===== src/rtl/slot_allocator_with_wait_fifo_top_defines.svh =====
// Shared assertion macros for the slot allocator.
// Each macro expects clk and arst_n in scope.
`ifndef SLOT_ALLOCATOR_WITH_WAIT_FIFO_TOP_DEFINES_SVH
`define SLOT_ALLOCATOR_WITH_WAIT_FIFO_TOP_DEFINES_SVH

// Same-cycle implication.
`define SAWF_ASSERT_IMP(lbl, ante, cons, msg) \
	lbl: assert property (@(posedge clk) disable iff (!arst_n) (ante) |-> (cons)) \
		else $error(msg);

// Next-cycle implication.
`define SAWF_ASSERT_NXT(lbl, ante, cons, msg) \
	lbl: assert property (@(posedge clk) disable iff (!arst_n) (ante) |=> (cons)) \
		else $error(msg);

`endif


===== src/rtl/sawf_pkg.sv =====
package sawf_pkg;

	localparam int NUM_SLOTS   = 4;
	localparam int QUEUE_DEPTH = 16;
	localparam int ID_WIDTH    = 16;

	// Field widths fixed by the port definition.
	localparam int SLOT_W = 2;
	localparam int CNT_W  = 5;
	localparam int QPTR_W = $clog2(QUEUE_DEPTH);

	localparam logic MODE_REQUEST = 1'b0;
	localparam logic MODE_RELEASE = 1'b1;

	typedef enum logic [2:0] {
		ST_GRANTED    = 3'd0,
		ST_QUEUED     = 3'd1,
		ST_DROPPED    = 3'd2,
		ST_FREED      = 3'd3,
		ST_REASSIGNED = 3'd4,
		ST_BAD_INDEX  = 3'd5
	} status_t;

	// Controller to datapath commands.
	typedef struct packed {
		logic capture;
		logic execute;
	} ctrl_cmd_t;

	// Datapath to controller status.
	typedef struct packed {
		logic out_stall;
	} dp_sts_t;

endpackage


===== src/rtl/sawf_req_if.sv =====
interface sawf_req_if;
	import sawf_pkg::*;

	logic                valid;
	logic                ready;
	logic                mode;
	logic [ID_WIDTH-1:0] requester_id;
	logic [SLOT_W-1:0]   slot_index;

	modport source(output valid, mode, requester_id, slot_index, input ready);
	modport sink(input valid, mode, requester_id, slot_index, output ready);
endinterface


===== src/rtl/sawf_rsp_if.sv =====
interface sawf_rsp_if;
	import sawf_pkg::*;

	logic                valid;
	logic                ready;
	status_t             status;
	logic [SLOT_W-1:0]   granted_slot;
	logic [ID_WIDTH-1:0] granted_id;
	logic [CNT_W-1:0]    waiting_count;

	modport source(output valid, status, granted_slot, granted_id, waiting_count,
		input ready);
	modport sink(input valid, status, granted_slot, granted_id, waiting_count,
		output ready);
endinterface


===== src/rtl/sawf_ctrl.sv =====
module sawf_ctrl (
	input  logic                clk,
	input  logic                arst_n,
	input  logic                in_valid,
	output logic                in_ready,
	input  sawf_pkg::dp_sts_t   sts,
	output sawf_pkg::ctrl_cmd_t cmd
);
	import sawf_pkg::*;

	typedef enum logic [1:0] {
		S_IDLE = 2'b01,
		S_EXEC = 2'b10
	} state_t;

	state_t state_q, state_d;

	always_comb begin
		state_d     = state_q;
		cmd.capture = 1'b0;
		cmd.execute = 1'b0;
		in_ready    = 1'b0;
		case (state_q)
			S_IDLE: begin
				in_ready = 1'b1;
				if (in_valid) begin
					cmd.capture = 1'b1;
					state_d     = S_EXEC;
				end
			end
			S_EXEC: begin
				// hold while the result register is still occupied
				if (!sts.out_stall) begin
					cmd.execute = 1'b1;
					state_d     = S_IDLE;
				end
			end
			default: begin
				state_d = S_IDLE;
			end
		endcase
	end

	always_ff @(posedge clk or negedge arst_n) begin
		if (!arst_n) begin
			state_q <= S_IDLE;
		end else begin
			state_q <= state_d;
		end
	end

endmodule


===== src/rtl/sawf_dp.sv =====
`include "slot_allocator_with_wait_fifo_top_defines.svh"

module sawf_dp (
	input  logic                                  clk,
	input  logic                                  arst_n,
	input  sawf_pkg::ctrl_cmd_t                   cmd,
	output sawf_pkg::dp_sts_t                     sts,
	input  logic                                  mode,
	input  logic [sawf_pkg::ID_WIDTH-1:0]         requester_id,
	input  logic [sawf_pkg::SLOT_W-1:0]           slot_index,
	output logic                                  out_valid,
	input  logic                                  out_ready,
	output sawf_pkg::status_t                     status,
	output logic [sawf_pkg::SLOT_W-1:0]           granted_slot,
	output logic [sawf_pkg::ID_WIDTH-1:0]         granted_id,
	output logic [sawf_pkg::CNT_W-1:0]            waiting_count
);
	import sawf_pkg::*;

	// captured item
	logic                mode_q;
	logic [ID_WIDTH-1:0] id_q;
	logic [SLOT_W-1:0]   idx_q;

	// allocator state
	logic [NUM_SLOTS-1:0] busy_q, busy_d;
	logic [QPTR_W-1:0]    head_q, head_d, tail_q, tail_d;
	logic [CNT_W-1:0]     count_q, count_d;

	// wait store and its registered head read
	logic [ID_WIDTH-1:0] wait_mem [QUEUE_DEPTH];
	logic [ID_WIDTH-1:0] rd_q;
	logic                push;

	// result register
	logic                out_valid_q;
	status_t             status_q, status_d;
	logic [SLOT_W-1:0]   slot_q, slot_d;
	logic [ID_WIDTH-1:0] gid_q, gid_d;
	logic [CNT_W-1:0]    wcnt_q;

	logic              free_any;
	logic [SLOT_W-1:0] free_idx;
	logic              idx_ok;
	logic              q_full;
	logic              q_empty;

	function automatic logic [QPTR_W-1:0] ptr_inc(input logic [QPTR_W-1:0] p);
		return (p == QPTR_W'(QUEUE_DEPTH - 1)) ? '0 : p + 1'b1;
	endfunction

	// lowest-numbered free slot
	always_comb begin
		free_any = 1'b0;
		free_idx = '0;
		for (int i = NUM_SLOTS - 1; i >= 0; i--) begin
			if (!busy_q[i]) begin
				free_any = 1'b1;
				free_idx = SLOT_W'(i);
			end
		end
	end

	assign idx_ok  = {1'b0, idx_q} < (SLOT_W + 1)'(NUM_SLOTS);
	assign q_full  = count_q == CNT_W'(QUEUE_DEPTH);
	assign q_empty = count_q == '0;

	always_comb begin
		busy_d   = busy_q;
		head_d   = head_q;
		tail_d   = tail_q;
		count_d  = count_q;
		push     = 1'b0;
		status_d = ST_GRANTED;
		slot_d   = '0;
		gid_d    = id_q;
		if (mode_q == MODE_REQUEST) begin
			if (free_any) begin
				busy_d[free_idx] = 1'b1;
				status_d         = ST_GRANTED;
				slot_d           = free_idx;
			end else if (q_full) begin
				status_d = ST_DROPPED;
			end else begin
				push     = 1'b1;
				tail_d   = ptr_inc(tail_q);
				count_d  = count_q + 1'b1;
				status_d = ST_QUEUED;
			end
		end else begin
			slot_d = idx_q;
			gid_d  = '0;
			if (!idx_ok) begin
				status_d = ST_BAD_INDEX;
			end else if (!q_empty) begin
				// move the oldest waiter straight into the released slot
				busy_d[idx_q] = 1'b1;
				head_d        = ptr_inc(head_q);
				count_d       = count_q - 1'b1;
				status_d      = ST_REASSIGNED;
				gid_d         = rd_q;
			end else begin
				busy_d[idx_q] = 1'b0;
				status_d      = ST_FREED;
			end
		end
	end

	always_ff @(posedge clk or negedge arst_n) begin
		if (!arst_n) begin
			busy_q      <= '0;
			head_q      <= '0;
			tail_q      <= '0;
			count_q     <= '0;
			out_valid_q <= 1'b0;
		end else begin
			if (cmd.execute) begin
				busy_q  <= busy_d;
				head_q  <= head_d;
				tail_q  <= tail_d;
				count_q <= count_d;
			end
			if (cmd.execute) begin
				out_valid_q <= 1'b1;
			end else if (out_ready) begin
				out_valid_q <= 1'b0;
			end
		end
	end

	always_ff @(posedge clk) begin
		if (cmd.capture) begin
			mode_q <= mode;
			id_q   <= requester_id;
			idx_q  <= slot_index;
		end
		if (cmd.execute) begin
			status_q <= status_d;
			slot_q   <= slot_d;
			gid_q    <= gid_d;
			wcnt_q   <= count_d;
		end
	end

	always_ff @(posedge clk) begin
		if (cmd.execute && push) begin
			wait_mem[tail_q] <= id_q;
		end
		rd_q <= wait_mem[head_q];
	end

	assign sts.out_stall = out_valid_q && !out_ready;
	assign out_valid     = out_valid_q;
	assign status        = status_q;
	assign granted_slot  = slot_q;
	assign granted_id    = gid_q;
	assign waiting_count = wcnt_q;

	`SAWF_ASSERT_IMP(a_cnt_max, 1'b1, count_q <= CNT_W'(QUEUE_DEPTH), "wait count overflow")
	`SAWF_ASSERT_IMP(a_ptr_meet, q_empty || q_full, head_q == tail_q, "queue pointers disagree")
	`SAWF_ASSERT_IMP(a_no_overwrite, cmd.execute, !sts.out_stall, "result overwritten")
	`SAWF_ASSERT_NXT(a_exec_valid, cmd.execute, out_valid_q, "result not presented")

endmodule


===== src/rtl/slot_allocator_with_wait_fifo_top.sv =====
// Sequence: a word is captured on the accepting edge in IDLE; in EXEC, once the result
// register is free, execute loads the result register, and the result is offered from there.
// No new word is taken until the current one is executed; the registered read of the wait store
// at the queue head is why execute is a separate step after the accept.
// A new word is taken while the previous result still waits in the output register.
// Reset (arst_n low, asynchronous): all slots free, queue empty, no result pending.
module slot_allocator_with_wait_fifo_top (
	input logic      clk,
	input logic      arst_n,
	sawf_req_if.sink   req,
	sawf_rsp_if.source rsp
);
	import sawf_pkg::*;

	ctrl_cmd_t cmd;
	dp_sts_t   sts;

	// Controller: accept a word in IDLE, then execute it once the result register is free.
	sawf_ctrl u_ctrl (
		.clk      (clk),
		.arst_n   (arst_n),
		.in_valid (req.valid),
		.in_ready (req.ready),
		.sts      (sts),
		.cmd      (cmd)
	);

	// Datapath: slot busy bits, wait queue memory and pointers, result register.
	sawf_dp u_dp (
		.clk           (clk),
		.arst_n        (arst_n),
		.cmd           (cmd),
		.sts           (sts),
		.mode          (req.mode),
		.requester_id  (req.requester_id),
		.slot_index    (req.slot_index),
		.out_valid     (rsp.valid),
		.out_ready     (rsp.ready),
		.status        (rsp.status),
		.granted_slot  (rsp.granted_slot),
		.granted_id    (rsp.granted_id),
		.waiting_count (rsp.waiting_count)
	);

endmodule


===== src/flat_wrapper.sv =====
// flat-port wrapper written by rule: the top's interface ports become plain ports
module slot_allocator_with_wait_fifo_top_flat import sawf_pkg::*;
  (clk, arst_n, req_valid, req_mode, req_requester_id, req_slot_index, req_ready, rsp_valid, rsp_status, rsp_granted_slot, rsp_granted_id, rsp_waiting_count, rsp_ready);
  sawf_req_if req_i ();
  sawf_rsp_if rsp_i ();
  input logic clk;
  input logic arst_n;
  input wire logic [$bits(req_i.valid)-1:0] req_valid;
  input wire logic [$bits(req_i.mode)-1:0] req_mode;
  input wire logic [$bits(req_i.requester_id)-1:0] req_requester_id;
  input wire logic [$bits(req_i.slot_index)-1:0] req_slot_index;
  output wire logic [$bits(req_i.ready)-1:0] req_ready;
  output wire logic [$bits(rsp_i.valid)-1:0] rsp_valid;
  output wire logic [$bits(rsp_i.status)-1:0] rsp_status;
  output wire logic [$bits(rsp_i.granted_slot)-1:0] rsp_granted_slot;
  output wire logic [$bits(rsp_i.granted_id)-1:0] rsp_granted_id;
  output wire logic [$bits(rsp_i.waiting_count)-1:0] rsp_waiting_count;
  input wire logic [$bits(rsp_i.ready)-1:0] rsp_ready;
  assign req_i.valid = req_valid;
  assign req_i.mode = req_mode;
  assign req_i.requester_id = req_requester_id;
  assign req_i.slot_index = req_slot_index;
  assign req_ready = req_i.ready;
  assign rsp_valid = rsp_i.valid;
  assign rsp_status = rsp_i.status;
  assign rsp_granted_slot = rsp_i.granted_slot;
  assign rsp_granted_id = rsp_i.granted_id;
  assign rsp_waiting_count = rsp_i.waiting_count;
  assign rsp_i.ready = rsp_ready;
  slot_allocator_with_wait_fifo_top u_core (.clk(clk), .arst_n(arst_n), .req(req_i), .rsp(rsp_i));
endmodule

===== config.mk =====
export PLATFORM = sky130hd
export DESIGN_NAME = slot_allocator_with_wait_fifo_top_flat
export DESIGN_NICKNAME = d
export VERILOG_FILES = /design/src/rtl/sawf_pkg.sv /design/src/rtl/sawf_req_if.sv /design/src/rtl/sawf_rsp_if.sv /design/src/rtl/sawf_ctrl.sv /design/src/rtl/sawf_dp.sv /design/src/rtl/slot_allocator_with_wait_fifo_top.sv /design/src/flat_wrapper.sv
export VERILOG_INCLUDE_DIRS = /design/src /design/src/rtl
export SDC_FILE = /design/constraint.sdc
export NUM_CORES = 1
export LEC_CHECK = 0
export BUFFER_PORTS_ARGS = -buffer_cell sky130_fd_sc_hd__buf_4
export CAP_MARGIN = 20
export CORE_MARGIN = 2
export CORE_UTILIZATION = 40
export DETAILED_ROUTE_END_ITERATION = 12
export PLACE_DENSITY_LB_ADDON = 0.3
export SLEW_MARGIN = 20
export SYNTH_ARGS = -nofsm -noshare
export SYNTH_HDL_FRONTEND = slang
export SYNTH_HIERARCHICAL = 1
export SYNTH_SLANG_ARGS = --single-unit

===== constraint.sdc =====
create_clock -name clk -period 5.9 [get_ports clk]
set_clock_uncertainty 0.15 [all_clocks]
set_input_delay 0.59 -clock clk [delete_from_list [all_inputs] [get_ports clk]]
set_output_delay 0.59 -clock clk [all_outputs]
set_load 0.02 [all_outputs]

==> impl_metrics.py, run 1 <==
metrics = {
    "status": {
        "status": "complete, no violations",
    },
    "timing": {
        "fin_tns_setup_ns": 0,
        "tightestPinTransition_ns": 0.893,
        "fmax_mhz": 297,
        "hold_viol": 0,
        "layout_min_cycle_time_ns": 3.37,
        "fin_crit_sh": 0.572,
        "slew_headroom": 0.404,
        "setup_violations": 0,
        "rsz0062_at_grt": "false",
        "whs_ns": 0.0888,
        "finalMaxSlewViolations": 0,
    },
    "clocking": {
        "h-tree-depth": 2,
        "worstSkewPairLatency_ns": 0.53,
        "root_buffer": "clkbuf_16",
        "cts_tree": "done",
        "post-cts-setup-buffers": 0,
        "cts.clk_slew.worst_paths_ns": 0.06,
        "cts_num_sinks": 337,
        "clk_path_buf_depth": 3,
        "numCtsBuffers": 36,
    },
    "power": {
        "power_density_nw_per_um2": 418,
        "ir_drop_uv": 181,
        "leakagePower_nw": 5.05,
    },
    "final_layout": {
        "antennaDiodeCount": 0,
        "nets": 792,
        "drive_above_1_share": 0.262,
        "areaGrowthSynthToFinish_pct": 16.5,
        "stdcell_count": 1232,
    },
    "synth": {
        "synth_cell_types": 56,
        "synthesis.nets": 727,
        "yosysWarnings": 6,
        "async_flop_share": 0.0593,
        "synth.cell_area_um2": 13000,
        "ys_ff_latch": 337,
        "syn_avg_cell_area_um2": 18.7,
        "ys_seq_area_frac": 0.756,
        "synth_edf_count": 301,
        "synthCells": 697,
        "synth_ff_type": "edfxtp_1",
    },
    "grt": {
        "grt_pass1_vias": 6558,
        "grt_pass1_wl_um": 38400,
        "track_usage": 0.149,
        "overflow": 0,
        "antenna_found_initial": 0,
        "grt_max_degree": 66,
    },
    "setup_path": {
        "path_class": "flip-flop to flip-flop",
        "cp-endpoint": "u_core/u_dp/wait_mem[8][14]",
        "arrival_ns": 3.36,
        "cp.required_ns": 5.88,
        "r2r-end": "u_core/u_dp/wait_mem[8][14]",
        "r2r_start": "u_core/u_dp/count_q[0]",
        "crit_fanout": 16,
        "cp-start-kind": "flip-flop",
        "endpoint_kind": "flip-flop",
        "worstSetupStartpoint": "u_core/u_dp/count_q[0]",
        "r2r_slack_ns": 2.53,
        "reg2regPathDepth": 6,
    },
    "min_path": {
        "hold_class": "primary input to flip-flop",
    },
    "job": {
        "drv_cap": 0,
    },
    "place": {
        "dp_cells": 1164,
        "gp_congestion": 0.777,
        "place.detailed.hpwl_um": 15200,
        "port_buffers": 50,
    },
    "routing": {
        "vias_per_cell": 5.15,
        "drt_iter0_drc": 381,
        "drtAntennaViolNets": 0,
        "vias": 6349,
        "first_pass_iters": 5,
        "routedWlPerCell_um": 19.9,
        "drc": 0,
        "routed_wl_um": 24600,
    },
    "floorplanning": {
        "start_util": 0.404,
        "pin_count": 51,
        "fp.coreArea_um2": 32300,
        "fp.dieArea_um2": 34100,
        "num_rows": 66,
        "die_x_um": 185,
        "die_h_um": 185,
    },
}
## registers in the layout (all words and copies together), names as in the netlist, named ones only
signal / count
u_core/u_dp/granted_id: 16
u_core/u_dp/count_q: 5
u_core/u_dp/idx_q: 2
u_core/u_dp/granted_slot: 2
u_core/u_dp/tail_q: 4
u_core/u_dp/status: 3
u_core/u_dp/mode_q: 1
u_core/u_dp/wait_mem: 256
u_core/u_dp/head_q: 4
u_core/u_dp/rd_q: 16
u_core/u_dp/waiting_count: 5
u_core/u_ctrl/state_q: 2
u_core/u_dp/id_q: 16
u_core/u_dp/out_valid: 1
## per-stage QoR
| stage | utilization | worst slack [ns] | instance area, um^2 | power (W) |
|---|---|---|---|---|
| final | 0.470 | 2.53 | 15200 | 0.00635 |
| after global routing | 0.470 | 2.34 | 15200 | 0.00664 |
| after CTS | 0.469 | 2.52 | 15200 | 0.00641 |
| after detailed placement | 0.432 | 2.54 | 14000 | 0.00414 |
| after global placement | 0.432 | 2.59 | 14000 | 0.00413 |
| after floorplan | - | 1.00 | 13000 | 0.00381 |
## layout make-up
type / count / area (um^2)
multi-input cells: 290 / 2930
clock buffers: 44 / 931
repair buffers: 68 / 533
flip-flops and latches: 337 / 9870
inverters: 29 / 109
clock inverters: 22 / 262
well taps: 442 / 553
fillers: 2722 / 17100
## cells by family after synthesis
logic type      synth area share
compound gates            0.0506
xor+xnor                 0.00470
fa+ha+maj                0.00672
buf+inv                   0.0236
flops                      0.756
mux                        0.115
simple gates              0.0435
## synthesized netlist by cell type (all sizes together) (2+ instances only)
master / number / share of area
nor3b: 4 / 0.0023
nor4: 4 / 0.0019
and2: 7 / 0.0036
nand3b: 2 / 0.0012
inv: 29 / 0.0083
ha: 7 / 0.0067
xnor2: 4 / 0.0027
nor2b: 9 / 0.0043
a21o: 5 / 0.0029
dfrtp: 19 / 0.036
nor2: 11 / 0.0032
nand3: 19 / 0.0073
nor3: 5 / 0.0019
xor2: 3 / 0.0020
a31o: 2 / 0.0013
o21ai: 28 / 0.011
edfxtp: 301 / 0.69
a22oi: 32 / 0.018
buf: 20 / 0.0092
mux2: 3 / 0.0032
dfxtp: 16 / 0.025
nand4: 5 / 0.0024
mux4: 64 / 0.11
o22ai: 4 / 0.0019
a31oi: 4 / 0.0019
a21oi: 12 / 0.0046
nand2: 34 / 0.010
a311oi: 2 / 0.0013
clkbuf: 21 / 0.0060
## cell usage in the layout, fill, tap and decap left out, types with 3 or more instances in the layout
cell / count
edfxtp_1: 301
buf_4: 66
mux4_2: 64
clkbuf_16: 36
nand2_1: 33
a22oi_1: 32
inv_1: 29
o21ai_0: 28
nand3_1: 19
dfrtp_1: 17
dfxtp_1: 16
a21oi_1: 12
clkinv_1: 9
clkbuf_1: 8
nor2b_1: 7
nor2_1: 7
ha_1: 7
and2_1: 6
bufinv_16: 5
a21o_1: 5
nand4_1: 5
xnor2_1: 4
a31oi_1: 4
nor3b_1: 4
nor3_2: 4
nor2_2: 4
nor4_2: 4
o22ai_1: 4
clkinv_2: 3
xor2_1: 3
## routing by layer
metal,track usage,up-vias,wire length (um)
met1,0.218,3259,11800
met3,0.0255,35,1080
met5,0,-,0
li1,-,2917,-
met2,0.232,138,11200
met4,0.0435,0,419
## how the worst min path moves through the flow
stage                        startpoint                       end  cells after the start
global placement                 arst_n    u_core/u_dp/count_q[2]                      1
detailed placement               arst_n     u_core/u_dp/out_valid                      1
floorplan                        arst_n  u_core/u_ctrl/state_q[1]                      0
CTS                 req_requester_id[5]       u_core/u_dp/id_q[5]                      1
global route        req_requester_id[8]       u_core/u_dp/id_q[8]                      1
finish              req_requester_id[5]       u_core/u_dp/id_q[5]                      1
## worst max-delay path: stages, from the launching register on
cell     delay [ns]
dfrtp_1        0.44
inv_1          0.10
ha_1           0.26
nor3b_1        0.23
a211o_2        0.53
or3b_1         0.54
nor2_2         0.72
## report_power, final
group	total, W	switching, W	internal (W)
Clock	0.00226	0.000901	0.00136
Sequential	0.00295	0.000197	0.00275
Combinational	0.00115	0.000561	0.000587
Total	0.00635	0.00166	0.00470
## repair_timing
action	4_1_cts	5_1_grt
resized for setup	0	0
endpoints found under the hold margin	19	0
hold buffers	1	0
Power figures use the tool's default switching activity.
==> inputs of run 2 (changes only) <==
- clock period: 5.9 -> 2.9 ns (I/O delays scaled with it)
==> run 2 against run 1 <==
Against the previous run: maximum frequency up 22%; combinational power increased by 130%; count of clock-buffer cells in the layout is 2 lower; first-iteration DRC count rose by 72%; sequential share of layout area fell by 1.9 points; critical path type unchanged; highest routed layer unchanged.
==> impl_metrics.py, run 2 (same netlist as run 1, synthesis figures left out) <==
metrics = {
    "grt": {
        "grt_max_degree": 65,
        "overflow": 0,
        "grt_pass1_wl_um": 43200,
        "grt_pass1_vias": 6986,
        "antenna_found_initial": 0,
        "track_usage": 0.173,
    },
    "floorplanning": {
        "fp.dieArea_um2": 34100,
        "num_rows": 66,
        "fp.coreArea_um2": 32300,
        "die_x_um": 185,
        "die_h_um": 185,
        "start_util": 0.404,
        "pin_count": 51,
    },
    "clocking": {
        "worstSkewPairLatency_ns": 0.52,
        "cts_tree": "done",
        "h-tree-depth": 2,
        "clk_path_buf_depth": 3,
        "numCtsBuffers": 36,
        "root_buffer": "clkbuf_16",
        "cts_num_sinks": 337,
        "cts.clk_slew.worst_paths_ns": 0.06,
    },
    "power": {
        "leakagePower_nw": 5.21,
        "power_density_nw_per_um2": 825,
        "total_power_w": 0.0129,
        "ir_drop_uv": 561,
    },
    "final_layout": {
        "areaGrowthSynthToFinish_pct": 20.1,
        "antennaDiodeCount": 0,
        "nets": 831,
        "stdcell_count": 1268,
        "layout_common_cells": "edfxtp_1, buf_4, mux4_2, clkbuf_16, nand2_1",
        "fin_util": 0.485,
        "regMostFlops": "u_core/u_dp/wait_mem",
        "largest_reg_flops": 256,
        "final_common_cell": "edfxtp_1",
        "drive_above_1_share": 0.278,
    },
    "timing": {
        "tightestPinTransition_ns": 1.03,
        "hold_viol": 0,
        "fin_tns_setup_ns": 0,
        "layout_min_cycle_time_ns": 2.77,
        "fin_crit_sh": 0.956,
        "finalMaxSlewViolations": 0,
        "rsz0062_at_grt": "false",
        "slew_headroom": 0.308,
        "setup_violations": 0,
        "fmax_mhz": 361,
    },
    "setup_path": {
        "crit_chain": "inv_1 -> ha_1 -> nor3b_1 -> a211o_2 -> or3b_1 -> nor2_4 -> buf_12",
        "cp.required_ns": 2.96,
        "crit_cells": 7,
        "crit_family": "simple AND/OR/NAND/NOR gates",
        "endpoint_kind": "flip-flop",
        "max_stage_delay_ns": 0.58,
        "cp-start-kind": "flip-flop",
        "slowest_stage": "or3b_1",
        "crit_buf_inv": 2,
        "reg2regPathDepth": 7,
        "crit_fanout": 16,
        "path_class": "flip-flop to flip-flop",
        "arrival_ns": 2.83,
    },
    "place": {
        "port_buffers": 50,
        "dp_cells": 1182,
        "place.detailed.hpwl_um": 17600,
        "gp_congestion": 0.812,
    },
    "routing": {
        "first_pass_iters": 5,
        "routed_wl_um": 28600,
        "drc": 0,
        "drt_iter0_drc": 655,
        "drtAntennaViolNets": 0,
        "vias": 6742,
        "vias_per_cell": 5.32,
        "routedWlPerCell_um": 22.6,
    },
    "job": {
        "drv_cap": 0,
    },
    "min_path": {
        "hold_class": "primary input to asynchronous set/reset pin",
    },
    "status": {
        "status": "complete, no violations",
    },
}
==> run 2: cell count changes in the layout (fill, tap and decap cells not counted), moves of 3 or more <==
cell / change
dlygate4sd3_1: +20
buf_12: +11
buf_4: +8
clkinvlp_4: +4
nor2_2: -4
nor2_4: +4
nor4_2: -4
nor4_4: +4
clkinv_1: -3
==> run 2: power breakdown <==
group / switching [W] / internal, W
clock network: 0.00182 / 0.00256
registers: 0.000311 / 0.00560
logic: 0.00137 / 0.00126
==> run 2: worst paths after layout <==
kind                                                    end  slack, ns                    from
worst max-delay path            u_core/u_dp/wait_mem[10][1]       0.13  u_core/u_dp/count_q[1]
max in group asynchronous             u_core/u_dp/head_q[1]       2.22                  arst_n
worst max register to register  u_core/u_dp/wait_mem[10][1]       0.13  u_core/u_dp/count_q[1]
worst min-delay path             asynchronous set/reset pin       0.07                  arst_n
worst min register to register    u_core/u_dp/granted_id[7]       0.39     u_core/u_dp/rd_q[7]
min in group clk                   u_core/u_ctrl/state_q[0]       0.26               req_valid
==> run 2: cell type report <==
type | instances | area, um^2
multi-input cells | 290 | 3000
fillers | 2655 | 16600
flip-flops and latches | 337 | 9870
well taps | 442 | 553
inverters | 29 | 109
repair buffers | 107 | 997
clock inverters | 21 | 205
clock buffers | 42 | 923
==> run 2: timing repair <==
action | in CTS | in global routing
endpoints found under the setup margin | 0 | 64
resized for setup | 0 | 1
hold buffers | 21 | 0
hold endpoints to repair | 41 | 0
setup buffers | 0 | 0
==> run 2: per-stage QoR <==
step	setup WS, ns	cell area (um^2)	hold slack, ns
2_1_floorplan	-0.0734	13200	-0.156
3_3_place_gp	0.199	14300	0.0518
3_5_place_dp	0.0630	14300	0.0628
4_1_cts	0.0393	15600	0.0705
5_1_grt	0.0241	15700	0.0877
6_report	0.128	15700	0.0729
==> run 2: per-layer routing <==
layer | share of wire | global-route usage
met3 | 0.051 | 0.0265
met1 | 0.44 | 0.240
met2 | 0.49 | 0.286
met4 | 0.019 | 0.0467
met5 | 0 | 0
